### config.mk
export PLATFORM = sky130hd
export DESIGN_NAME = ansi_escape_visible_length
export DESIGN_NICKNAME = d
export VERILOG_FILES = /design/src/rtl/aevl_pkg.sv /design/src/rtl/aevl_front.sv /design/src/rtl/aevl_queue.sv /design/src/rtl/aevl_back.sv /design/src/rtl/ansi_escape_visible_length.sv
export SDC_FILE = /design/constraint.sdc
export NUM_CORES = 1
export LEC_CHECK = 0
export BUFFER_PORTS_ARGS = -buffer_cell sky130_fd_sc_hd__buf_2
export CORE_MARGIN = 4
export CORE_UTILIZATION = 45
export CTS_BUF_LIST = sky130_fd_sc_hd__clkbuf_2
export DETAILED_ROUTE_END_ITERATION = 8
export PLACE_DENSITY_LB_ADDON = 0.3
export SLEW_MARGIN = 40
export SYNTH_ARGS = -nofsm -noshare
export SYNTH_HDL_FRONTEND = slang
export SYNTH_SLANG_ARGS = --single-unit
### constraint.sdc
create_clock -name clk -period 6.8 [get_ports clk]
set_input_delay 2.04 -clock clk [delete_from_list [all_inputs] [get_ports clk]]
set_output_delay 2.04 -clock clk [all_outputs]
set_load 0.05 [all_outputs]
### src/rtl/aevl_pkg.sv
// Shared types and constants for the ANSI escape visible-length block.
// No dependencies.
package aevl_pkg;

  localparam int COUNT_BITS_DEF  = 16;
  localparam int QUEUE_DEPTH_DEF = 2;
  localparam int VIS_BITS        = 16;
  localparam int STATUS_BITS     = 2;
  localparam int KIND_BITS       = 4;

  localparam logic [7:0] CH_ESC    = 8'h1B;
  localparam logic [7:0] CH_LBRACK = 8'h5B;
  localparam logic [7:0] CH_QMARK  = 8'h3F;
  localparam logic [7:0] CH_TILDE  = 8'h7E;
  localparam logic [7:0] CH_SEMI   = 8'h3B;
  localparam logic [7:0] CH_LOW_M  = 8'h6D;
  localparam logic [7:0] CH_LOW_N  = 8'h6E;
  localparam logic [7:0] CH_UP_R   = 8'h52;
  localparam logic [7:0] CH_UP_H   = 8'h48;
  localparam logic [7:0] CH_LOW_H  = 8'h68;
  localparam logic [7:0] CH_LOW_L  = 8'h6C;
  localparam logic [7:0] CH_UP_A   = 8'h41;
  localparam logic [7:0] CH_UP_B   = 8'h42;
  localparam logic [7:0] CH_UP_C   = 8'h43;
  localparam logic [7:0] CH_UP_D   = 8'h44;
  localparam logic [7:0] CH_UP_J   = 8'h4A;
  localparam logic [7:0] CH_UP_K   = 8'h4B;
  localparam logic [7:0] CH_D0     = 8'h30;
  localparam logic [7:0] CH_D2     = 8'h32;
  localparam logic [7:0] CH_D3     = 8'h33;
  localparam logic [7:0] CH_D5     = 8'h35;
  localparam logic [7:0] CH_D6     = 8'h36;
  localparam logic [7:0] CH_D9     = 8'h39;

  typedef enum logic [STATUS_BITS-1:0] {
    ST_PEND = 2'd0,
    ST_DONE = 2'd1,
    ST_FAIL = 2'd2
  } status_t;

  typedef enum logic [KIND_BITS-1:0] {
    K_NONE    = 4'd0,
    K_PLAIN   = 4'd1,
    K_UP      = 4'd2,
    K_DOWN    = 4'd3,
    K_RIGHT   = 4'd4,
    K_LEFT    = 4'd5,
    K_CLRSCR  = 4'd6,
    K_CLRLINE = 4'd7,
    K_SHOW    = 4'd8,
    K_HIDE    = 4'd9,
    K_DEL     = 4'd10,
    K_SGR     = 4'd11,
    K_CURREQ  = 4'd12,
    K_CURRES  = 4'd13,
    K_CURSET  = 4'd14,
    K_ABORT   = 4'd15
  } kind_t;

  typedef enum logic [3:0] {
    PH_IDLE     = 4'd0,
    PH_ESC      = 4'd1,
    PH_LBRACKET = 4'd2,
    PH_QMARK    = 4'd3,
    PH_PRIV2    = 4'd4,
    PH_PRIV25   = 4'd5,
    PH_ARG0     = 4'd6,
    PH_ARG0_3   = 4'd7,
    PH_ARG0_6   = 4'd8,
    PH_SEMI0    = 4'd9,
    PH_ARG1     = 4'd10,
    PH_SEMIN    = 4'd11,
    PH_ARGN     = 4'd12
  } phase_t;

  // Character classes resolved by the front end.
  typedef enum logic [4:0] {
    CC_OTHER,
    CC_ESC,
    CC_LBRACK,
    CC_QMARK,
    CC_MOVE,
    CC_DIGIT,
    CC_DIG2,
    CC_DIG3,
    CC_DIG5,
    CC_DIG6,
    CC_SEMI,
    CC_LOW_M,
    CC_LOW_N,
    CC_TILDE,
    CC_UP_R,
    CC_UP_H,
    CC_LOW_H,
    CC_LOW_L
  } cls_t;

  typedef struct packed {
    cls_t  cls;
    kind_t mkind;  // cursor/clear kind when cls is CC_MOVE
    logic  last;
  } word_t;

endpackage

### src/rtl/aevl_front.sv
// Front end: takes input words and classifies each character.
// Depends on aevl_pkg.
module aevl_front (
  input  logic          clk,
  input  logic          rst,
  input  logic          req_valid,
  output logic          req_stall,
  input  logic [7:0]    byte_req,
  input  logic          last,
  output logic          fv,
  output aevl_pkg::word_t fword,
  input  logic          q_ready
);
  import aevl_pkg::*;

  word_t cword;
  logic  load;
  logic  push;

  assign push      = fv && q_ready;
  assign req_stall = fv && !q_ready;
  assign load      = req_valid && !req_stall;

  always_comb begin
    cword.mkind = K_NONE;
    cword.last  = last;
    cword.cls   = CC_OTHER;
    unique case (byte_req)
      CH_ESC:    cword.cls = CC_ESC;
      CH_LBRACK: cword.cls = CC_LBRACK;
      CH_QMARK:  cword.cls = CC_QMARK;
      CH_TILDE:  cword.cls = CC_TILDE;
      CH_SEMI:   cword.cls = CC_SEMI;
      CH_LOW_M:  cword.cls = CC_LOW_M;
      CH_LOW_N:  cword.cls = CC_LOW_N;
      CH_UP_R:   cword.cls = CC_UP_R;
      CH_UP_H:   cword.cls = CC_UP_H;
      CH_LOW_H:  cword.cls = CC_LOW_H;
      CH_LOW_L:  cword.cls = CC_LOW_L;
      CH_D2:     cword.cls = CC_DIG2;
      CH_D3:     cword.cls = CC_DIG3;
      CH_D5:     cword.cls = CC_DIG5;
      CH_D6:     cword.cls = CC_DIG6;
      CH_UP_A: begin cword.cls = CC_MOVE; cword.mkind = K_UP;      end
      CH_UP_B: begin cword.cls = CC_MOVE; cword.mkind = K_DOWN;    end
      CH_UP_C: begin cword.cls = CC_MOVE; cword.mkind = K_RIGHT;   end
      CH_UP_D: begin cword.cls = CC_MOVE; cword.mkind = K_LEFT;    end
      CH_UP_J: begin cword.cls = CC_MOVE; cword.mkind = K_CLRSCR;  end
      CH_UP_K: begin cword.cls = CC_MOVE; cword.mkind = K_CLRLINE; end
      default: begin
        if (byte_req >= CH_D0 && byte_req <= CH_D9) cword.cls = CC_DIGIT;
      end
    endcase
  end

  always_ff @(posedge clk) begin
    if (rst) begin
      fv <= 1'b0;
    end else if (load) begin
      fv <= 1'b1;
    end else if (push) begin
      fv <= 1'b0;
    end
  end

  always_ff @(posedge clk) begin
    if (load) fword <= cword;
  end

endmodule

### src/rtl/aevl_queue.sv
// Short FIFO of classified words between front and back end.
// Depends on aevl_pkg.
module aevl_queue #(
  parameter int DEPTH = aevl_pkg::QUEUE_DEPTH_DEF
) (
  input  logic            clk,
  input  logic            rst,
  input  logic            push,
  input  aevl_pkg::word_t wdata,
  output logic            ready,
  output logic            q_valid,
  output aevl_pkg::word_t rdata,
  input  logic            pop
);
  import aevl_pkg::*;

  localparam int PTR_W = (DEPTH > 1) ? $clog2(DEPTH) : 1;
  localparam int CNT_W = $clog2(DEPTH + 1);

  word_t            mem [DEPTH];
  logic [PTR_W-1:0] wr_ptr;
  logic [PTR_W-1:0] rd_ptr;
  logic [CNT_W-1:0] cnt;
  logic             do_push;
  logic             do_pop;

  assign ready   = cnt != CNT_W'(DEPTH);
  assign q_valid = cnt != '0;
  assign rdata   = mem[rd_ptr];
  assign do_push = push && ready;
  assign do_pop  = pop && q_valid;

  always_ff @(posedge clk) begin
    if (rst) begin
      wr_ptr <= '0;
      rd_ptr <= '0;
      cnt    <= '0;
    end else begin
      if (do_push) begin
        wr_ptr <= (wr_ptr == PTR_W'(DEPTH - 1)) ? '0 : wr_ptr + 1'b1;
      end
      if (do_pop) begin
        rd_ptr <= (rd_ptr == PTR_W'(DEPTH - 1)) ? '0 : rd_ptr + 1'b1;
      end
      if (do_push && !do_pop) begin
        cnt <= cnt + 1'b1;
      end else if (do_pop && !do_push) begin
        cnt <= cnt - 1'b1;
      end
    end
  end

  always_ff @(posedge clk) begin
    if (do_push) mem[wr_ptr] <= wdata;
  end

endmodule

### src/rtl/aevl_back.sv
// Back end: escape-sequence phase machine, visible count and result register.
// Depends on aevl_pkg.
module aevl_back #(
  parameter int COUNT_BITS = aevl_pkg::COUNT_BITS_DEF
) (
  input  logic                            clk,
  input  logic                            rst,
  input  logic                            q_valid,
  input  aevl_pkg::word_t                 qword,
  output logic                            pop,
  output logic                            res_valid,
  input  logic                            res_stall,
  output logic [aevl_pkg::STATUS_BITS-1:0] status,
  output logic [aevl_pkg::KIND_BITS-1:0]   kind,
  output logic [aevl_pkg::VIS_BITS-1:0]    visible_count,
  output logic                            end_of_string
);
  import aevl_pkg::*;

  phase_t                phase;
  phase_t                phase_next;
  logic [COUNT_BITS-1:0] count;
  logic [COUNT_BITS-1:0] count_upd;
  status_t               st;
  kind_t                 knd;
  logic                  is_dig;
  cls_t                  c;

  assign c      = qword.cls;
  assign is_dig = c inside {CC_DIGIT, CC_DIG2, CC_DIG3, CC_DIG5, CC_DIG6};
  assign pop    = q_valid && (!res_valid || !res_stall);

  always_comb begin
    st         = ST_FAIL;
    knd        = K_NONE;
    phase_next = phase;
    unique case (phase) inside
      PH_IDLE: begin
        if (c == CC_ESC) begin
          st = ST_PEND; phase_next = PH_ESC;
        end else begin
          st = ST_DONE; knd = K_PLAIN;
        end
      end
      PH_ESC: begin
        if (c == CC_LBRACK) begin
          st = ST_PEND; phase_next = PH_LBRACKET;
        end else begin
          st = ST_DONE; knd = K_ABORT;
        end
      end
      PH_LBRACKET: begin
        if (c == CC_QMARK) begin
          st = ST_PEND; phase_next = PH_QMARK;
        end else if (c == CC_MOVE) begin
          st = ST_DONE; knd = qword.mkind;
        end else if (c == CC_DIG3) begin
          st = ST_PEND; phase_next = PH_ARG0_3;
        end else if (c == CC_DIG6) begin
          st = ST_PEND; phase_next = PH_ARG0_6;
        end else if (is_dig) begin
          st = ST_PEND; phase_next = PH_ARG0;
        end
      end
      PH_QMARK: begin
        if (c == CC_DIG2) begin
          st = ST_PEND; phase_next = PH_PRIV2;
        end
      end
      PH_PRIV2: begin
        if (c == CC_DIG5) begin
          st = ST_PEND; phase_next = PH_PRIV25;
        end
      end
      PH_PRIV25: begin
        if (c == CC_LOW_H) begin
          st = ST_DONE; knd = K_SHOW;
        end else if (c == CC_LOW_L) begin
          st = ST_DONE; knd = K_HIDE;
        end
      end
      PH_ARG0, PH_ARG0_3, PH_ARG0_6: begin
        if (is_dig) begin
          st = ST_PEND; phase_next = PH_ARG0;
        end else if (c == CC_SEMI) begin
          st = ST_PEND; phase_next = PH_SEMI0;
        end else if (c == CC_MOVE) begin
          st = ST_DONE; knd = qword.mkind;
        end else if (c == CC_LOW_M && phase != PH_ARG0_6) begin
          st = ST_DONE; knd = K_SGR;
        end else if (c == CC_TILDE && phase == PH_ARG0_3) begin
          st = ST_DONE; knd = K_DEL;
        end else if (c == CC_LOW_N && phase == PH_ARG0_6) begin
          st = ST_DONE; knd = K_CURREQ;
        end
      end
      PH_SEMI0: begin
        if (is_dig) begin
          st = ST_PEND; phase_next = PH_ARG1;
        end
      end
      PH_ARG1: begin
        if (is_dig) begin
          st = ST_PEND;
        end else if (c == CC_LOW_M) begin
          st = ST_DONE; knd = K_SGR;
        end else if (c == CC_UP_R) begin
          st = ST_DONE; knd = K_CURRES;
        end else if (c == CC_UP_H) begin
          st = ST_DONE; knd = K_CURSET;
        end else if (c == CC_SEMI) begin
          st = ST_PEND; phase_next = PH_SEMIN;
        end
      end
      PH_SEMIN: begin
        if (is_dig) begin
          st = ST_PEND; phase_next = PH_ARGN;
        end
      end
      PH_ARGN: begin
        if (is_dig) begin
          st = ST_PEND;
        end else if (c == CC_LOW_M) begin
          st = ST_DONE; knd = K_SGR;
        end else if (c == CC_SEMI) begin
          st = ST_PEND; phase_next = PH_SEMIN;
        end
      end
      default: begin
        st = ST_FAIL;
      end
    endcase
    if (st == ST_DONE) phase_next = PH_IDLE;
  end

  // saturating count of visible characters
  assign count_upd = (knd == K_PLAIN && count != '1) ? count + 1'b1 : count;

  always_ff @(posedge clk) begin
    if (rst) begin
      phase     <= PH_IDLE;
      count     <= '0;
      res_valid <= 1'b0;
    end else begin
      if (pop) begin
        res_valid <= 1'b1;
        if (qword.last) begin
          phase <= PH_IDLE;
          count <= '0;
        end else begin
          phase <= phase_next;
          count <= count_upd;
        end
      end else if (!res_stall) begin
        res_valid <= 1'b0;
      end
    end
  end

  always_ff @(posedge clk) begin
    if (pop) begin
      status        <= st;
      kind          <= knd;
      visible_count <= VIS_BITS'(count_upd);
      end_of_string <= qword.last;
    end
  end

endmodule

### src/rtl/ansi_escape_visible_length.sv
// An accepted input word passes through the front register, then the queue, then
// the result register. Throughput: one word per cycle while res_stall is low; the
// back end updates the phase and count for each popped word.
// Reset (rst, synchronous, active high) clears the phase, the visible count,
// the queue and all valid flags; no clearing pass is needed.
module ansi_escape_visible_length #(
  parameter int COUNT_BITS  = aevl_pkg::COUNT_BITS_DEF,
  parameter int QUEUE_DEPTH = aevl_pkg::QUEUE_DEPTH_DEF
) (
  input  logic                             clk,
  input  logic                             rst,
  input  logic                             req_valid,
  output logic                             req_stall,
  input  logic [7:0]                       byte_req,
  input  logic                             last,
  output logic                             res_valid,
  input  logic                             res_stall,
  output logic [aevl_pkg::STATUS_BITS-1:0] status,
  output logic [aevl_pkg::KIND_BITS-1:0]   kind,
  output logic [aevl_pkg::VIS_BITS-1:0]    visible_count,
  output logic                             end_of_string
);
  import aevl_pkg::*;

  logic  fv;
  word_t fword;
  logic  q_ready;
  logic  q_valid;
  word_t qword;
  logic  pop;

  aevl_front u_front (
    .clk       (clk),
    .rst       (rst),
    .req_valid (req_valid),
    .req_stall (req_stall),
    .byte_req  (byte_req),
    .last      (last),
    .fv        (fv),
    .fword     (fword),
    .q_ready   (q_ready)
  );

  aevl_queue #(.DEPTH(QUEUE_DEPTH)) u_queue (
    .clk     (clk),
    .rst     (rst),
    .push    (fv),
    .wdata   (fword),
    .ready   (q_ready),
    .q_valid (q_valid),
    .rdata   (qword),
    .pop     (pop)
  );

  aevl_back #(.COUNT_BITS(COUNT_BITS)) u_back (
    .clk           (clk),
    .rst           (rst),
    .q_valid       (q_valid),
    .qword         (qword),
    .pop           (pop),
    .res_valid     (res_valid),
    .res_stall     (res_stall),
    .status        (status),
    .kind          (kind),
    .visible_count (visible_count),
    .end_of_string (end_of_string)
  );

endmodule

* After elaboration in Yosys (flattened, before gate mapping)
Memories as Yosys holds them, arrays and structs flattened. A register that Yosys moved wholly into a read port is not among the register bits.
Cells that the tools add are included.
** Word-level totals
- Memories kept :: 1
- Bits in latches :: 0
- Word-level logic and storage cells :: 206
- Flip-flop bits (word level) :: 59
- Input bits :: 13
- RAM bits :: 20
- Bits in read-only memories :: 0
** Memories
- u_queue.mem :: depth 2, bits a word 10, read ports 1, clocked after Yosys merged registers in 1, write ports 1, RTL line aevl_queue.sv:20 : word_t mem [DEPTH];
** Operators by class
- Div/mod/pow operators :: 0
- Multiplexer cells :: 84
- Equal/unequal tests :: 71
- $mul :: 0
- Shifts and indexed selects :: 0
- Reductions and logical operators :: 29
- $lt $le $gt $ge :: 2
- Add/sub/neg operators :: 5
- Bitwise operators :: 0
** Operators with widths (number)
- $mux 4 :: 39
- $eq 8x7->1 const B :: 14
- $pmux 5 s16 :: 1
- $eq 8x6->1 const B :: 6
- $mux 2 :: 24
- $eq 5x4->1 const B :: 8
- $pmux 4 s10 :: 1
- $mux 16 :: 2
- $ne 4x3->1 const B :: 8
- $pmux 4 s7 :: 1
- $eq 4x4->1 const B :: 5
- $eq 5x3->1 const B :: 4
- $pmux 2 s10 :: 1
- $pmux 3 s6 :: 1
- $reduce_and 17->1 :: 1
- $add 16x1->16 const B :: 1
- $eq 4x3->1 const B :: 4
- $ne 16x16->1 const B :: 1
- $ne 4x2->1 const B :: 4
- $mux 1 :: 13
- $logic_and 1x1->1 :: 12
- $reduce_bool 12->1 :: 1
- $eq 5x2->1 const B :: 2
- $eq 5x5->1 const B :: 2
- other kinds (25) :: 35

* Logic depth before layout (Yosys ltp)
- Depth after elaboration :: 13
- Mapped depth :: 11
- Gate-level depth less buffers :: 8

* By module
From an unflattened synthesis, not the netlist that was laid out.
** Second synthesis, totals
- Cell total of the unflattened synthesis :: 526
- Area total of the unflattened synthesis :: 4971.0 µm²
** By module, submodules not included
- aevl_back :: instances 1, cells each 384, area each 3244.4 µm²
- aevl_queue :: instances 1, cells each 55, area each 940.9 µm²
- aevl_front :: instances 1, cells each 87, area each 785.8 µm²

* Worst setup path before layout
OpenSTA, ideal clock, no wires.
- Path kind :: input -> register
- Start :: in res_stall
- End :: reg u_back.count[14]
- Arrival :: 3.967 ns
- Setup slack :: 2.771 ns
- Stages on the path :: 9
- Path through :: nand2_1 o21ai_1 inv_1 nand2_1 nor2_1 clkbuf_1 and3_1 a21oi_1 nand3_1
** On the way
- Cells in the longest elaborated chain, start to end :: 3
** Ends and longest elaborated chain
- from (decl) :: RTL line ansi_escape_visible_length.sv:17 : input logic res_stall,
- $logic_not 1->1 :: RTL line aevl_back.sv:31 : assign pop = q_valid && (!res_valid || !res_stall);
- $logic_or 1x1->1 :: RTL line aevl_back.sv:31
- $logic_and 1x1->1 :: RTL line aevl_back.sv:31
- named net pop :: RTL line ansi_escape_visible_length.sv:30 : logic pop;
- to (signal assigned) :: RTL line aevl_back.sv:152 : count <= count_upd;
- to (decl) :: RTL line aevl_back.sv:22 : logic [COUNT_BITS-1:0] count;
The timed path passes the listed nets, and every way through them passes these cells.
A chain may end at the register's enable or synchronous reset.

==> impl_metrics.env <==
export IMPL_coreArea_um2=9950
export IMPL_drive_gt1_share_pct=17.5
export IMPL_io_buffers=37
export IMPL_clockPowerShare_pct=18.1
export IMPL_post_route_min_period_ps=3870
export IMPL_worstSetupPathType="register to register"
export IMPL_fin_crit_sh_pct=56.9
export IMPL_fin_ws_ps=2930
export IMPL_p_per_area_nw_per_um2=278
export IMPL_syn_inst=496
export IMPL_tritoncts="built"
export IMPL_clkLatencyLatePin_ps=540
export IMPL_min_from="u_front.fword[0]$_DFFE_PP_"
export IMPL_finalClockSkew_ps=50.9
export IMPL_critPathRequiredTime_ps=7100
export IMPL_root_buffer="clkbuf_2"
export IMPL_crit_path_end_kind="register"
export IMPL_route_vias_total=3964
export IMPL_drc=0
export IMPL_hold_buffers=0
export IMPL_synth_fp_nets=511
export IMPL_p_int_uw=815
export IMPL_grt_pass1_vias=3561
export IMPL_setup_tns_final_ps=0
export IMPL_postPlaceCellArea_um2=4940
export IMPL_status="complete, no violations"
export IMPL_fp_dieH_um=110
export IMPL_path_cells="buf_4 > nor3b_2 > nor4_1 > o21ai_2 > nand3_2 > o21a_1 > or4_1 > or3_1 > xnor2_1"
export IMPL_worstHoldPathType="register to register"
export IMPL_ys_warn_count=0
export IMPL_cts_buffers=9
export IMPL_async_flop_share_pct=0
export IMPL_p_switching_uw=598
export IMPL_vias_per_cell=6.05
export IMPL_peakVddDrop_v=0.000226
export IMPL_track_usage_pct=17.7
export IMPL_grt_pass1_wl_um=17100
export IMPL_die_area_um2=12100
export IMPL_syn_avg_cell_area_um2=9.45
export IMPL_place_inst=638
export IMPL_worst_pin_slew_ps=816
export IMPL_synth_cell_types=78
export IMPL_htree_levels=3
export IMPL_fp_dieW_um=110
export IMPL_clock_path_buffers=2
export IMPL_critical_path_max_stage_delay_ps=750
export IMPL_finalHoldViolations=0
export IMPL_wire_per_inst_um=15.9
export IMPL_synth_top_area_cell="edfxtp_1"
export IMPL_clock_sinks=77
export IMPL_critPathLaunchType="register"
export IMPL_cts_post_setup_buffers_inserted=0
export IMPL_yosys_most_used_dff="edfxtp_1"
export IMPL_cp_num_buf_inv=1
export IMPL_detail_route_antenna_nets=0
export IMPL_hpwl_um=7570
export IMPL_finalWeightedCongestion=0.974
export IMPL_cp_data_arrival_time_ps=4170
export IMPL_clkTransAtPathRegs_ps=250
export IMPL_rsz0062_at_grt="no"
export IMPL_slew_headroom_pct=45.6
export IMPL_critical_path_top_delay_family="simple AND/OR/NAND/NOR gates"
export IMPL_grt_overflow_total=0
export IMPL_fin_area_um2=5070
export IMPL_synth_area_top_cells="edfxtp_1 (32%), dfxtp_1 (12%), nor2_1 (3.9%), nand2_1 (3.5%), xnor2_1 (2.8%)"
export IMPL_clock_fmax_ghz=0.258
export IMPL_p_seq_share_pct=44.6
export IMPL_yosys_area_top_type_share_pct=32.0
export IMPL_final_nets=531
export IMPL_swShare_pct=42.3
export IMPL_synth_area_um2=4690
export IMPL_rows=36
export IMPL_first_pass_iters=5
export IMPL_antenna_found_initial=1
export IMPL_drt_iter0_drc=348
export IMPL_power_mw=1.41
export IMPL_synth_edf_count=50
export IMPL_area_growth_pct=8.22
export IMPL_cap_viol_max_count=0
export IMPL_critPathMaxFanout=28
export IMPL_grt_max_degree=30
export IMPL_ys_ff_latch=77
export IMPL_synth_sequential_area_ratio_pct=43.6
export IMPL_instances_no_fill=655
export IMPL_comb_power_share_pct=37.3
export IMPL_initial_utilization_pct=47.1
export IMPL_setup_violations=0
export IMPL_dpl_worst_slack_ps=2820
export IMPL_cts_resized=0
export IMPL_io_pins=38
export IMPL_drt_wl_total_um=10400
export IMPL_leakagePower_nw=1.86
export IMPL_slew_violations=0
export IMPL_final_util_pct=51.0
export IMPL_whs_ps=461
export IMPL_worst_path_max_delay_cell="or4_1"
==> synthesized netlist by cell type (all sizes together), types with 4 or more instances <==
master / number
a21oi: 23
a31o: 5
a31oi: 11
and3: 13
and4: 5
buf: 9
clkbuf: 23
dfxtp: 27
edfxtp: 50
inv: 15
mux2: 5
mux2i: 7
nand2: 44
nand2b: 6
nand3: 23
nand4: 7
nor2: 50
nor2b: 4
nor3: 15
nor3b: 4
nor4: 9
nor4b: 7
o2111ai: 7
o211ai: 6
o21ai: 22
o22ai: 7
or3: 7
or4: 5
xnor2: 15
xor2: 8
==> registers in the layout, summed over array words and instances (netlist names), named ones only <==
name	count
u_back.count	16
u_front.fword	9
u_back.kind	4
u_back.res_valid	1
u_queue.wr_ptr	1
u_back.end_of_string	1
u_front.fv	1
u_queue.mem	18
u_back.visible_count	16
u_queue.rd_ptr	1
u_queue.cnt	2
u_back.phase	4
u_back.status	2
==> path summary, 6_finish.rpt <==
path	slack (ps)	to	cells past startpoint
hold reg to reg	460	u_queue.mem[0][0]$_DFFE_PP_	0
setup / recovery	2930	u_back.visible_count[8]$_DFFE_PP_	9
hold / removal	460	u_queue.mem[0][0]$_DFFE_PP_	0
setup reg to reg	2930	u_back.visible_count[8]$_DFFE_PP_	9
==> metal layers <==
| metal | global-route usage (%) | vias up | share of wire, % |
|---|---|---|---|
| met5 | 0 | - | 0 |
| met4 | 6.14 | 0 | 1.4 |
| met3 | 2.68 | 15 | 5.6 |
| met2 | 28.1 | 137 | 47 |
| met1 | 24.7 | 1867 | 46 |
| li1 | - | 1945 | - |
==> power groups by stage <==
stage	combinational, mW	clock (mW)	sequential (mW)
6_report	0.526	0.256	0.630
5_1_grt	0.565	0.285	0.639
4_1_cts	0.527	0.265	0.631
3_5_place_dp	0.525	0	0.642
3_3_place_gp	0.518	0	0.639
2_1_floorplan	0.225	0	0.824
==> layout by cell type, fill, tap and decap left out, types with 6 or more instances in the layout <==
| master | synthesis | layout |
|---|---|---|
| edfxtp_1 | 50 | 50 |
| nor2_1 | 49 | 48 |
| nand2_1 | 44 | 44 |
| buf_2 | 6 | 37 |
| dfxtp_1 | 27 | 26 |
| a21oi_1 | 23 | 23 |
| nand3_1 | 22 | 22 |
| o21ai_0 | 20 | 20 |
| inv_1 | 15 | 15 |
| xnor2_1 | 15 | 15 |
| nor3_1 | 14 | 14 |
| and3_1 | 12 | 12 |
| a31oi_1 | 11 | 11 |
| clkbuf_2 | 0 | 10 |
| nor4_1 | 9 | 8 |
| xor2_1 | 8 | 8 |
| mux2i_1 | 7 | 7 |
| or3_1 | 7 | 7 |
| nand4_1 | 7 | 7 |
| nand2b_1 | 6 | 6 |
| o22ai_1 | 6 | 6 |
| o2111ai_1 | 6 | 6 |
==> cell families after synthesis <==
| group | count (synthesis) | share of synthesized area [%] |
|---|---|---|
| fa+ha+maj | 2 | 0.534 |
| buf+inv | 47 | 4.40 |
| mux | 12 | 2.78 |
| flops | 77 | 43.6 |
| compound gates | 116 | 17.9 |
| simple gates | 219 | 26.5 |
| xor+xnor | 23 | 4.30 |
==> final cells by class <==
cell class                 count  area, um^2
antenna                        1        2.50
clock buffer                  10        50.0
clock inverter                 6        71.3
fill                         944        4880
inverter                      15        56.3
multi-input combinational    372        2470
sequential                    77        2040
tap                          133         166
timing repair buffer          41         215
No activity file was read; power rests on OpenSTA's default activity.
